$ cat config.mk
export PLATFORM = sky130hd
export DESIGN_NAME = integer_to_decimal_ascii
export DESIGN_NICKNAME = d
export VERILOG_FILES = /design/src/rtl/i2d_pkg.sv /design/src/rtl/i2d_magnitude.sv /design/src/rtl/i2d_dabble_stage.sv /design/src/rtl/i2d_serializer.sv /design/src/rtl/integer_to_decimal_ascii.sv
export SDC_FILE = /design/constraint.sdc
export NUM_CORES = 1
export LEC_CHECK = 0
export BUFFER_PORTS_ARGS = -buffer_cell sky130_fd_sc_hd__buf_4
export CAP_MARGIN = 15
export CORE_MARGIN = 2
export CORE_UTILIZATION = 55
export CTS_BUF_LIST = sky130_fd_sc_hd__clkbuf_16
export CTS_CLUSTER_SIZE = 8
export DETAILED_ROUTE_END_ITERATION = 6
export GPL_TIMING_DRIVEN = 0
export PLACE_DENSITY = 0.71
export SLEW_MARGIN = 5
export SYNTH_ARGS = -nofsm -noshare
export SYNTH_HDL_FRONTEND = slang
export SYNTH_HIERARCHICAL = 1
export SYNTH_SLANG_ARGS = --single-unit
$ cat constraint.sdc
create_clock -name clk -period 8 [get_ports clk]
set_input_delay 0.4 -clock clk [delete_from_list [all_inputs] [get_ports clk]]
set_output_delay 0.4 -clock clk [all_outputs]
set_load 0.005 [all_outputs]
$ cat src/rtl/i2d_pkg.sv
package i2d_pkg;

  // Default and fixed widths.
  localparam int WORD_BITS_DEF = 32;
  localparam int IN_WORD_W     = 32;
  localparam int CHAR_W        = 8;

  // Binary bits consumed by one double-dabble pipeline stage.
  localparam int DAB_BITS = 4;

  // Selector codes.
  localparam logic OP_SIGNED   = 1'b0;
  localparam logic OP_UNSIGNED = 1'b1;

  // ASCII codes.
  localparam logic [CHAR_W-1:0] CHAR_ZERO  = 8'h30;
  localparam logic [CHAR_W-1:0] CHAR_MINUS = 8'h2D;

  // Number of decimal digits needed for any value of the given bit count,
  // ceil(bits * log10(2)).
  function automatic int dec_digits(input int bits);
    return (bits * 30103 + 99999) / 100000;
  endfunction

endpackage

$ cat src/rtl/i2d_magnitude.sv
module i2d_magnitude
  import i2d_pkg::*;
#(
  parameter int WORD_BITS = WORD_BITS_DEF,
  parameter int PAD       = WORD_BITS
) (
  input  logic                 clk,
  input  logic                 rst_n,
  input  logic                 in_valid,
  output logic                 in_stall,
  input  logic                 in_op,
  input  logic [IN_WORD_W-1:0] in_word,
  output logic                 out_valid,
  input  logic                 out_stall,
  output logic                 out_neg,
  output logic [PAD-1:0]       out_mag
);

  logic [WORD_BITS-1:0] value;
  logic                 neg_nxt;
  logic [WORD_BITS-1:0] mag_nxt;
  logic                 valid_r;
  logic                 neg_r;
  logic [PAD-1:0]       mag_r;
  logic                 take;

  generate
    if (WORD_BITS <= IN_WORD_W) begin : g_trunc
      assign value = in_word[WORD_BITS-1:0];
    end else begin : g_ext
      assign value = {{(WORD_BITS-IN_WORD_W){1'b0}}, in_word};
    end
  endgenerate

  // The magnitude is taken as an unsigned value, so the most negative
  // signed word keeps its full magnitude.
  always_comb begin
    neg_nxt = (in_op == OP_SIGNED) && value[WORD_BITS-1];
    mag_nxt = neg_nxt ? (~value + {{(WORD_BITS-1){1'b0}}, 1'b1}) : value;
  end

  assign in_stall = valid_r && out_stall;
  assign take     = in_valid && !in_stall;

  always_ff @(posedge clk) begin
    if (!rst_n) begin
      valid_r <= 1'b0;
    end else if (!in_stall) begin
      valid_r <= in_valid;
    end
  end

  always_ff @(posedge clk) begin
    if (take) begin
      neg_r <= neg_nxt;
      mag_r <= PAD'(mag_nxt);
    end
  end

  assign out_valid = valid_r;
  assign out_neg   = neg_r;
  assign out_mag   = mag_r;

endmodule

$ cat src/rtl/i2d_dabble_stage.sv
module i2d_dabble_stage
  import i2d_pkg::*;
#(
  parameter int NDIG = dec_digits(WORD_BITS_DEF),
  parameter int PAD  = WORD_BITS_DEF,
  parameter int SRW  = NDIG * 4 + PAD
) (
  input  logic           clk,
  input  logic           rst_n,
  input  logic           in_valid,
  output logic           in_stall,
  input  logic           in_neg,
  input  logic [SRW-1:0] in_sr,
  output logic           out_valid,
  input  logic           out_stall,
  output logic           out_neg,
  output logic [SRW-1:0] out_sr
);

  logic [SRW-1:0] sr_nxt;
  logic           valid_r;
  logic           neg_r;
  logic [SRW-1:0] sr_r;
  logic           take;

  // Shift-and-add-3: before each shift, every BCD digit of five or more
  // gets three added so that it carries correctly into the next digit.
  always_comb begin
    sr_nxt = in_sr;
    for (int b = 0; b < DAB_BITS; b++) begin
      for (int d = 0; d < NDIG; d++) begin
        if (sr_nxt[PAD + 4*d +: 4] >= 4'd5) begin
          sr_nxt[PAD + 4*d +: 4] = sr_nxt[PAD + 4*d +: 4] + 4'd3;
        end
      end
      sr_nxt = sr_nxt << 1;
    end
  end

  assign in_stall = valid_r && out_stall;
  assign take     = in_valid && !in_stall;

  always_ff @(posedge clk) begin
    if (!rst_n) begin
      valid_r <= 1'b0;
    end else if (!in_stall) begin
      valid_r <= in_valid;
    end
  end

  always_ff @(posedge clk) begin
    if (take) begin
      neg_r <= in_neg;
      sr_r  <= sr_nxt;
    end
  end

  assign out_valid = valid_r;
  assign out_neg   = neg_r;
  assign out_sr    = sr_r;

endmodule

$ cat src/rtl/i2d_serializer.sv
module i2d_serializer
  import i2d_pkg::*;
#(
  parameter int NDIG = dec_digits(WORD_BITS_DEF)
) (
  input  logic              clk,
  input  logic              rst_n,
  input  logic              in_valid,
  output logic              in_stall,
  input  logic              in_neg,
  input  logic [NDIG*4-1:0] in_bcd,
  output logic              out_valid,
  input  logic              out_stall,
  output logic [CHAR_W-1:0] out_char_out,
  output logic              out_last
);

  localparam int IW = $clog2(NDIG);

  logic [IW-1:0]          lead_idx;
  logic                   wk_valid_r;
  logic                   wk_neg_r;
  logic [IW-1:0]          wk_idx_r;
  logic [NDIG-1:0][3:0]   wk_bcd_r;
  logic                   out_valid_r;
  logic [CHAR_W-1:0]      out_char_r;
  logic                   out_last_r;
  logic [CHAR_W-1:0]      char_nxt;
  logic                   last_nxt;
  logic                   emit;
  logic                   done;
  logic                   take;

  // Position of the most significant nonzero digit; zero prints one '0'.
  always_comb begin
    lead_idx = '0;
    for (int d = 0; d < NDIG; d++) begin
      if (in_bcd[4*d +: 4] != 4'd0) begin
        lead_idx = IW'(d);
      end
    end
  end

  always_comb begin
    char_nxt = wk_neg_r ? CHAR_MINUS : (CHAR_ZERO + {4'b0000, wk_bcd_r[wk_idx_r]});
    last_nxt = !wk_neg_r && (wk_idx_r == '0);
  end

  assign emit     = wk_valid_r && (!out_valid_r || !out_stall);
  assign done     = emit && last_nxt;
  assign in_stall = wk_valid_r && !done;
  assign take     = in_valid && !in_stall;

  always_ff @(posedge clk) begin
    if (!rst_n) begin
      wk_valid_r  <= 1'b0;
      out_valid_r <= 1'b0;
    end else begin
      if (take) begin
        wk_valid_r <= 1'b1;
      end else if (done) begin
        wk_valid_r <= 1'b0;
      end
      if (emit) begin
        out_valid_r <= 1'b1;
      end else if (!out_stall) begin
        out_valid_r <= 1'b0;
      end
    end
  end

  always_ff @(posedge clk) begin
    if (take) begin
      wk_neg_r <= in_neg;
      wk_idx_r <= lead_idx;
      wk_bcd_r <= in_bcd;
    end else if (emit) begin
      if (wk_neg_r) begin
        wk_neg_r <= 1'b0;
      end else begin
        wk_idx_r <= wk_idx_r - IW'(1);
      end
    end
  end

  always_ff @(posedge clk) begin
    if (emit) begin
      out_char_r <= char_nxt;
      out_last_r <= last_nxt;
    end
  end

  assign out_valid    = out_valid_r;
  assign out_char_out = out_char_r;
  assign out_last     = out_last_r;

endmodule

$ cat src/rtl/integer_to_decimal_ascii.sv
// Converts one binary word per request into its decimal ASCII text.
// Input channel: in_valid/in_stall with in_op (0 = signed, 1 = unsigned) and
// in_word. Only the low WORD_BITS bits of the word are used.
// Output channel: out_valid/out_stall, one character per request on
// out_char_out, most significant digit first, with out_last on the final
// character. A negative signed value starts with '-'; zero gives one '0'.
// A request is taken on a rising edge where valid is high and stall is low.
// The pipeline takes a new word in every cycle unless the input is stalled;
// the sustained rate is set by the one-character output register, which
// shows one character of a word at a time (1 to 11 characters at 32 bits).
// Reset (rst_n low, synchronous) empties every stage and the output.
// When the receiver stalls, the shown character holds and the pipeline
// fills up behind it, then stalls the input; nothing is lost or repeated.
module integer_to_decimal_ascii
  import i2d_pkg::*;
#(
  parameter int WORD_BITS = WORD_BITS_DEF
) (
  input  logic                 clk,
  input  logic                 rst_n,
  input  logic                 in_valid,
  output logic                 in_stall,
  input  logic                 in_op,
  input  logic [IN_WORD_W-1:0] in_word,
  output logic                 out_valid,
  input  logic                 out_stall,
  output logic [CHAR_W-1:0]    out_char_out,
  output logic                 out_last
);

  // Decimal digits in the widest value, double-dabble stages, and the
  // binary width rounded up to a whole number of stages.
  localparam int NDIG = dec_digits(WORD_BITS);
  localparam int NSTG = (WORD_BITS + DAB_BITS - 1) / DAB_BITS;
  localparam int PAD  = NSTG * DAB_BITS;
  localparam int BCDW = NDIG * 4;
  localparam int SRW  = BCDW + PAD;

  logic           mag_valid;
  logic           mag_stall;
  logic           mag_neg;
  logic [PAD-1:0] mag;

  // Stage k of these arrays is the input of dabble stage k; the last entry
  // feeds the character serializer.
  logic           stg_valid [0:NSTG];
  logic           stg_stall [0:NSTG];
  logic           stg_neg   [0:NSTG];
  logic [SRW-1:0] stg_sr    [0:NSTG];

  // First stage: sign detection and magnitude.
  i2d_magnitude #(
    .WORD_BITS(WORD_BITS),
    .PAD      (PAD)
  ) u_mag (
    .clk      (clk),
    .rst_n    (rst_n),
    .in_valid (in_valid),
    .in_stall (in_stall),
    .in_op    (in_op),
    .in_word  (in_word),
    .out_valid(mag_valid),
    .out_stall(mag_stall),
    .out_neg  (mag_neg),
    .out_mag  (mag)
  );

  // The shift register holds the BCD digits above the binary magnitude;
  // the digits start at zero.
  assign stg_valid[0] = mag_valid;
  assign mag_stall    = stg_stall[0];
  assign stg_neg[0]   = mag_neg;
  assign stg_sr[0]    = SRW'(mag);

  // Binary to BCD, four bits per stage.
  generate
    for (genvar k = 0; k < NSTG; k++) begin : g_dab
      i2d_dabble_stage #(
        .NDIG(NDIG),
        .PAD (PAD),
        .SRW (SRW)
      ) u_stage (
        .clk      (clk),
        .rst_n    (rst_n),
        .in_valid (stg_valid[k]),
        .in_stall (stg_stall[k]),
        .in_neg   (stg_neg[k]),
        .in_sr    (stg_sr[k]),
        .out_valid(stg_valid[k+1]),
        .out_stall(stg_stall[k+1]),
        .out_neg  (stg_neg[k+1]),
        .out_sr   (stg_sr[k+1])
      );
    end
  endgenerate

  // Sign and digits leave one character per cycle through the output
  // register while the receiver does not stall.
  i2d_serializer #(
    .NDIG(NDIG)
  ) u_ser (
    .clk         (clk),
    .rst_n       (rst_n),
    .in_valid    (stg_valid[NSTG]),
    .in_stall    (stg_stall[NSTG]),
    .in_neg      (stg_neg[NSTG]),
    .in_bcd      (stg_sr[NSTG][SRW-1 -: BCDW]),
    .out_valid   (out_valid),
    .out_stall   (out_stall),
    .out_char_out(out_char_out),
    .out_last    (out_last)
  );

endmodule

# Word-level counts from Yosys, hierarchy flattened
# Cells that the tools add are included.
[totals]
output_inout_bits = 11
reg_bits = 498
word_cells = 921
[classes]
n_mux = 286
n_bitwise = 2
order_cmp = 266
n_eq_ne = 2
reduce_logical = 52
addsub = 268
[ops]
columns = ["cell", "n"]
rows = [
  ["$ge A4 B3 Y1 const B", 255],
  ["$mux W4", 247],
  ["$add A4 B2 Y4 const B", 234],
  ["$mux W3", 26],
  ["$add A3 B2 Y3 const B", 21],
  ["$reduce_bool A4 Y1", 9],
  ["$add A32 B1 Y32 const B", 1],
  ["$mux W32", 1],
  ["$not A32 Y32", 1],
  ["$add A1 B2 Y3 const B", 8],
  ["$ge A1 B3 Y1 const B", 8],
  ["$logic_and A1 B1 Y1", 24],
  ["$bmux W4 S4", 1],
  ["$logic_not A1 Y1", 14],
  ["$mux W1", 9],
  ["$add A6 B4 Y7 const A", 1],
  ["$add A1 B2 Y3 const AB", 2],
  ["$ge A1 B3 Y1 const AB", 2],
  ["$lt A4 B5 Y1 const B", 1],
  ["$logic_not A4 Y1", 1],
  ["$mux W2", 2],
  ["$reduce_bool A2 Y1", 2],
  ["$sub A4 B1 Y4 const B", 1],
  ["$ne A2 B1 Y1 const B", 1],
  ["4 further kinds", 4],
]

# Longest topological paths before layout
[depth]
word_depth = 17
depth_mapped = 19
depth_no_buf = 19

# Modules after synthesis
# The synthesis kept the hierarchy.
[modules_own_cells]
columns = ["mod", "instances", "seq_area_each_um2", "cells_per_inst", "area_per_inst_um2"]
rows = [
  ["i2d_dabble_stage", 8, 2092.0, 795, 6815.3],
  ["i2d_serializer", 1, 1571.5, 137, 2279.7],
  ["i2d_magnitude", 1, 1011.0, 148, 1727.9],
  ["integer_to_decimal_ascii", 1, 0.0, 1, 3.8],
]

# Least setup slack after synthesis
# OpenSTA, ideal clock, no wires.
[synth_path]
path_kind = "register to register"
from = "register u_ser.wk_idx_r[0]"
to = "register g_dab[0].u_stage.neg_r (enable)"
required_time_ps = 7495
arrival_ps = 5702
period_less_slack_ps = 6207
setup_slack_ps = 1793
path_stages_with_launch = 16
path_cell_list = "edfxtp_1 buf_6 buf_2 inv_1 ha_1 nor4b_4 a21boi_0 and2_1 and2_1 and2_1 and2_1 and2_1 and2_1 and2_1 and2_1 nor2b_1"
[synth_rtl]
columns = ["element", "line_no", "text"]
rows = [
  ["from (decl)", "i2d_serializer.sv:23", "logic [IW-1:0] wk_idx_r;"],
  ["from (signal assigned)", "i2d_serializer.sv:75", "wk_idx_r <= lead_idx;"],
  ["from (signal assigned)", "i2d_serializer.sv:81", "wk_idx_r <= wk_idx_r - IW'(1);"],
  ["to (signal assigned)", "i2d_dabble_stage.sv:53", "neg_r <= in_neg;"],
  ["to (decl)", "i2d_dabble_stage.sv:22", "logic neg_r;"],
]

==> impl_metrics.tcl <==
set metrics [dict create \
    slew_headroom 0.3481 \
    avgSynthCellArea_um2 8.454 \
    cts_buffers 78 \
    place.gp.congestion 0.9130 \
    start_util 0.5562 \
    grt_max_degree 47 \
    worstHoldStart "out_stall" \
    grt_util_met2 0.4308 \
    rr_worst_depth 15 \
    reg2reg_slack_ns 3.26 \
    setup_ws_ns 2.819 \
    cts_buffer_depth 3 \
    leakagePower_nw 22.98 \
    worst_pin_slew_ns 0.9765 \
    clkSinkCount 535 \
    vias 49161 \
    syn_to_final_growth_pct 9.428 \
    track_usage 0.2295 \
    grtUsageMet1 0.2661 \
    ant_nets 0 \
    maxCapViolations 0 \
    cp_top_family "simple AND/OR/NAND/NOR gates" \
    powerDensity_nw_per_um2 214.8 \
    cp.buffers_inverters 3 \
    cpPeakStageDelay_ns 0.48 \
    r2r_start "u_ser/wk_idx_r[1]$_DFFE_PP_" \
    status "finished clean" \
    wl_per_cell_um 15.05 \
    drt_first_pass_iters 6 \
    final_cells 8127 \
    cp.arrival_ns 4.78 \
    maxSlewViolCount 0 \
    grt_pass1_vias 44622 \
    chipHeight_um 319.9 \
    dp_cells 8008 \
    root_buffer "clkbuf_16" \
    cp-start-kind "flip-flop" \
    rsz0062_at_grt "no" \
    place_hpwl_um 92220 \
    rows 115 \
    grt-ovfl-total 0 \
    cts.clk_slew.worst_paths_ns 0.05 \
    setup_viol_count_final 0 \
    hold_path_end "u_ser/out_valid$_SDFFE_PN0P_" \
    die_area_um2 102400 \
    holdCritPathClass "primary input to flip-flop" \
    grt_most_used_layer "met2" \
    insertion_delay_ns 0.66 \
    routed_via_density 6.049 \
    ios 48 \
    place_ws_ns 3.246 \
    cts_tree "done" \
    crit_chain "clkbuf_1 -> inv_1 -> ha_1 -> nor4b_4 -> a21boi_0 -> and2_1 -> and2_1 -> and2_1 -> and2_1 -> and2_1 -> and2_1 -> and2_1 -> and2_1 -> and2_1 -> buf_4" \
    fin_crit_sh 0.6476 \
    wl_um 122300 \
    antenna_found_initial 0 \
    cp_common_cell "and2_1" \
    core-area_um2 98710 \
    synth_area_um2 54900 \
    clock.fmax_mhz 193.0 \
    r2r-end "u_mag/out_mag[30]$_DFFE_PP_" \
    nets 7099 \
    finalCriticalPeriod_ns 5.181 \
    end_kind "output pin" \
    die_width_um 319.9 \
    crit_required_ns 7.60 \
    h-tree-depth 3 \
    worst_hold_slack_ns 0.04862 \
    first_iter_violations 3180 \
    grt_pass1_wl_um 204600 \
    holdPathStages 3 \
    antennaDiodeCount 0 \
    use_met3 0.02318 \
    critical_path_class "flip-flop to output pin" \
    clock_skew_ns 0.05898 \
    io_buffers 44 \
    drc 0 \
    tns_ns 0 \
    ys_warn_count 6 \
    vdd_drop_max_mv 0.1707 \
    critPathSlowestCell "clkbuf_1" \
    finalHoldViolCount 0 \
    synth_cells 6494 \
    drive_gt1_frac 0.09737 \
    crit_path_max_fanout 10 \
]
metal layers:
metal	vias to the layer above	routed length, µm	part of all wire
met5	-	0	0
met4	0	4129	0.034
met3	217	3829	0.031
met2	964	62930	0.51
met1	22757	51400	0.42
li1	25223	-	-
what timing repair did:
item / 4_1_cts / 5_1_grt
buffers inserted: 0 / 0
endpoints found under the hold margin: 2 / 0
hold buffers: 2 / 0
resized for setup: 0 / 0
worst register-to-register path: stages (launching register included):
cell	delay [ns]
edfxtp_1	0.44
clkbuf_1	0.32
inv_1	0.16
ha_1	0.17
nor4b_4	0.27
a21boi_0	0.17
and2_1	0.23
and2_1	0.22
and2_1	0.23
and2_1	0.27
and2_1	0.24
and2_1	0.22
and2_1	0.22
and2_1	0.23
and2_1	0.24
nor2b_4	0.72
power breakdown:
part	internal (mW)	leakage (nW)	total [mW]	switching [mW]
Sequential	3.48	4.90	3.60	0.117
Clock	1.76	1.20	3.06	1.29
Combinational	2.62	16.9	6.25	3.63
Total	7.87	23.0	12.9	5.04
state kept, by name, summed over array words and instances, names as in the netlist, 4 cells and up:
name,count
g_dab.u_stage/out_sr,432
g_dab.u_stage/out_valid,8
u_ser/wk_bcd_r,40
g_dab.u_stage/out_neg,8
u_ser/wk_idx_r,4
u_ser/out_char_out,5
u_mag/out_mag,32
cells in the final DEF, fill, tap and decap left out, types with 34 or more instances in the layout:
master and instances:
nand2_1 699, edfxtp_1 524, nor2_1 444, a21oi_1 428
o21ai_0 341, inv_1 328, ha_1 259, nor3_1 179
conb_1 175, a31oi_1 172, nand2b_1 170, mux2i_1 170
o21ai_1 161, xnor2_1 137, mux2_2 132, clkbuf_1 131
o22ai_1 114, a211oi_1 112, nand3_1 108, and2_1 107
o21a_1 107, nor2b_1 102, a22oi_1 83, o21bai_1 80
clkbuf_16 78, o31ai_1 73, a211o_1 72, o211ai_1 72
xor2_1 70, buf_4 63, a21o_1 56, nor3b_1 49
or3_1 49, and3_1 49, nor4_1 43, o211a_1 40
a31o_2 40, a21boi_0 34
cell type report:
type,instances,area (µm²)
fillers,8552,38630
multi-input cells,5605,37540
flip-flops and latches,535,15960
clock buffers,78,1952
well taps,1287,1610
inverters,340,1296
plain buffers,186,825.8
repair buffers,57,578.1
clock inverters,39,322.8
stage by stage:
stage            util  power [mW]  cell area (µm²)
3_3_place_gp   0.5824       9.518            57490
6_report       0.6086       12.91            60080
5_1_grt        0.6086       13.86            60080
2_1_floorplan       -       8.677            55550
4_1_cts        0.6086       12.85            60080
3_5_place_dp   0.5854       9.694            57780
worst max-delay path by stage:
stage / from / end / slack (ns) / cells after the start
final: u_ser/wk_idx_r[1]$_DFFE_PP_ / in_stall / 2.82 / 15
after global routing: u_ser/wk_idx_r[1]$_DFFE_PP_ / in_stall / 2.47 / 15
after CTS: u_ser/wk_idx_r[1]$_DFFE_PP_ / in_stall / 2.71 / 15
after detailed placement: u_ser/wk_idx_r[1]$_DFFE_PP_ / u_mag/out_mag[31]$_DFFE_PP_ / 3.25 / 15
after global placement: u_ser/wk_idx_r[1]$_DFFE_PP_ / g_dab[0].u_stage/out_sr[45]$_DFFE_PP_ / -0.43 / 14
after floorplan: u_ser/wk_idx_r[0]$_DFFE_PP_ / g_dab[0].u_stage/out_neg$_DFFE_PP_ / 1.79 / 15
Power figures use the tool's default switching activity.
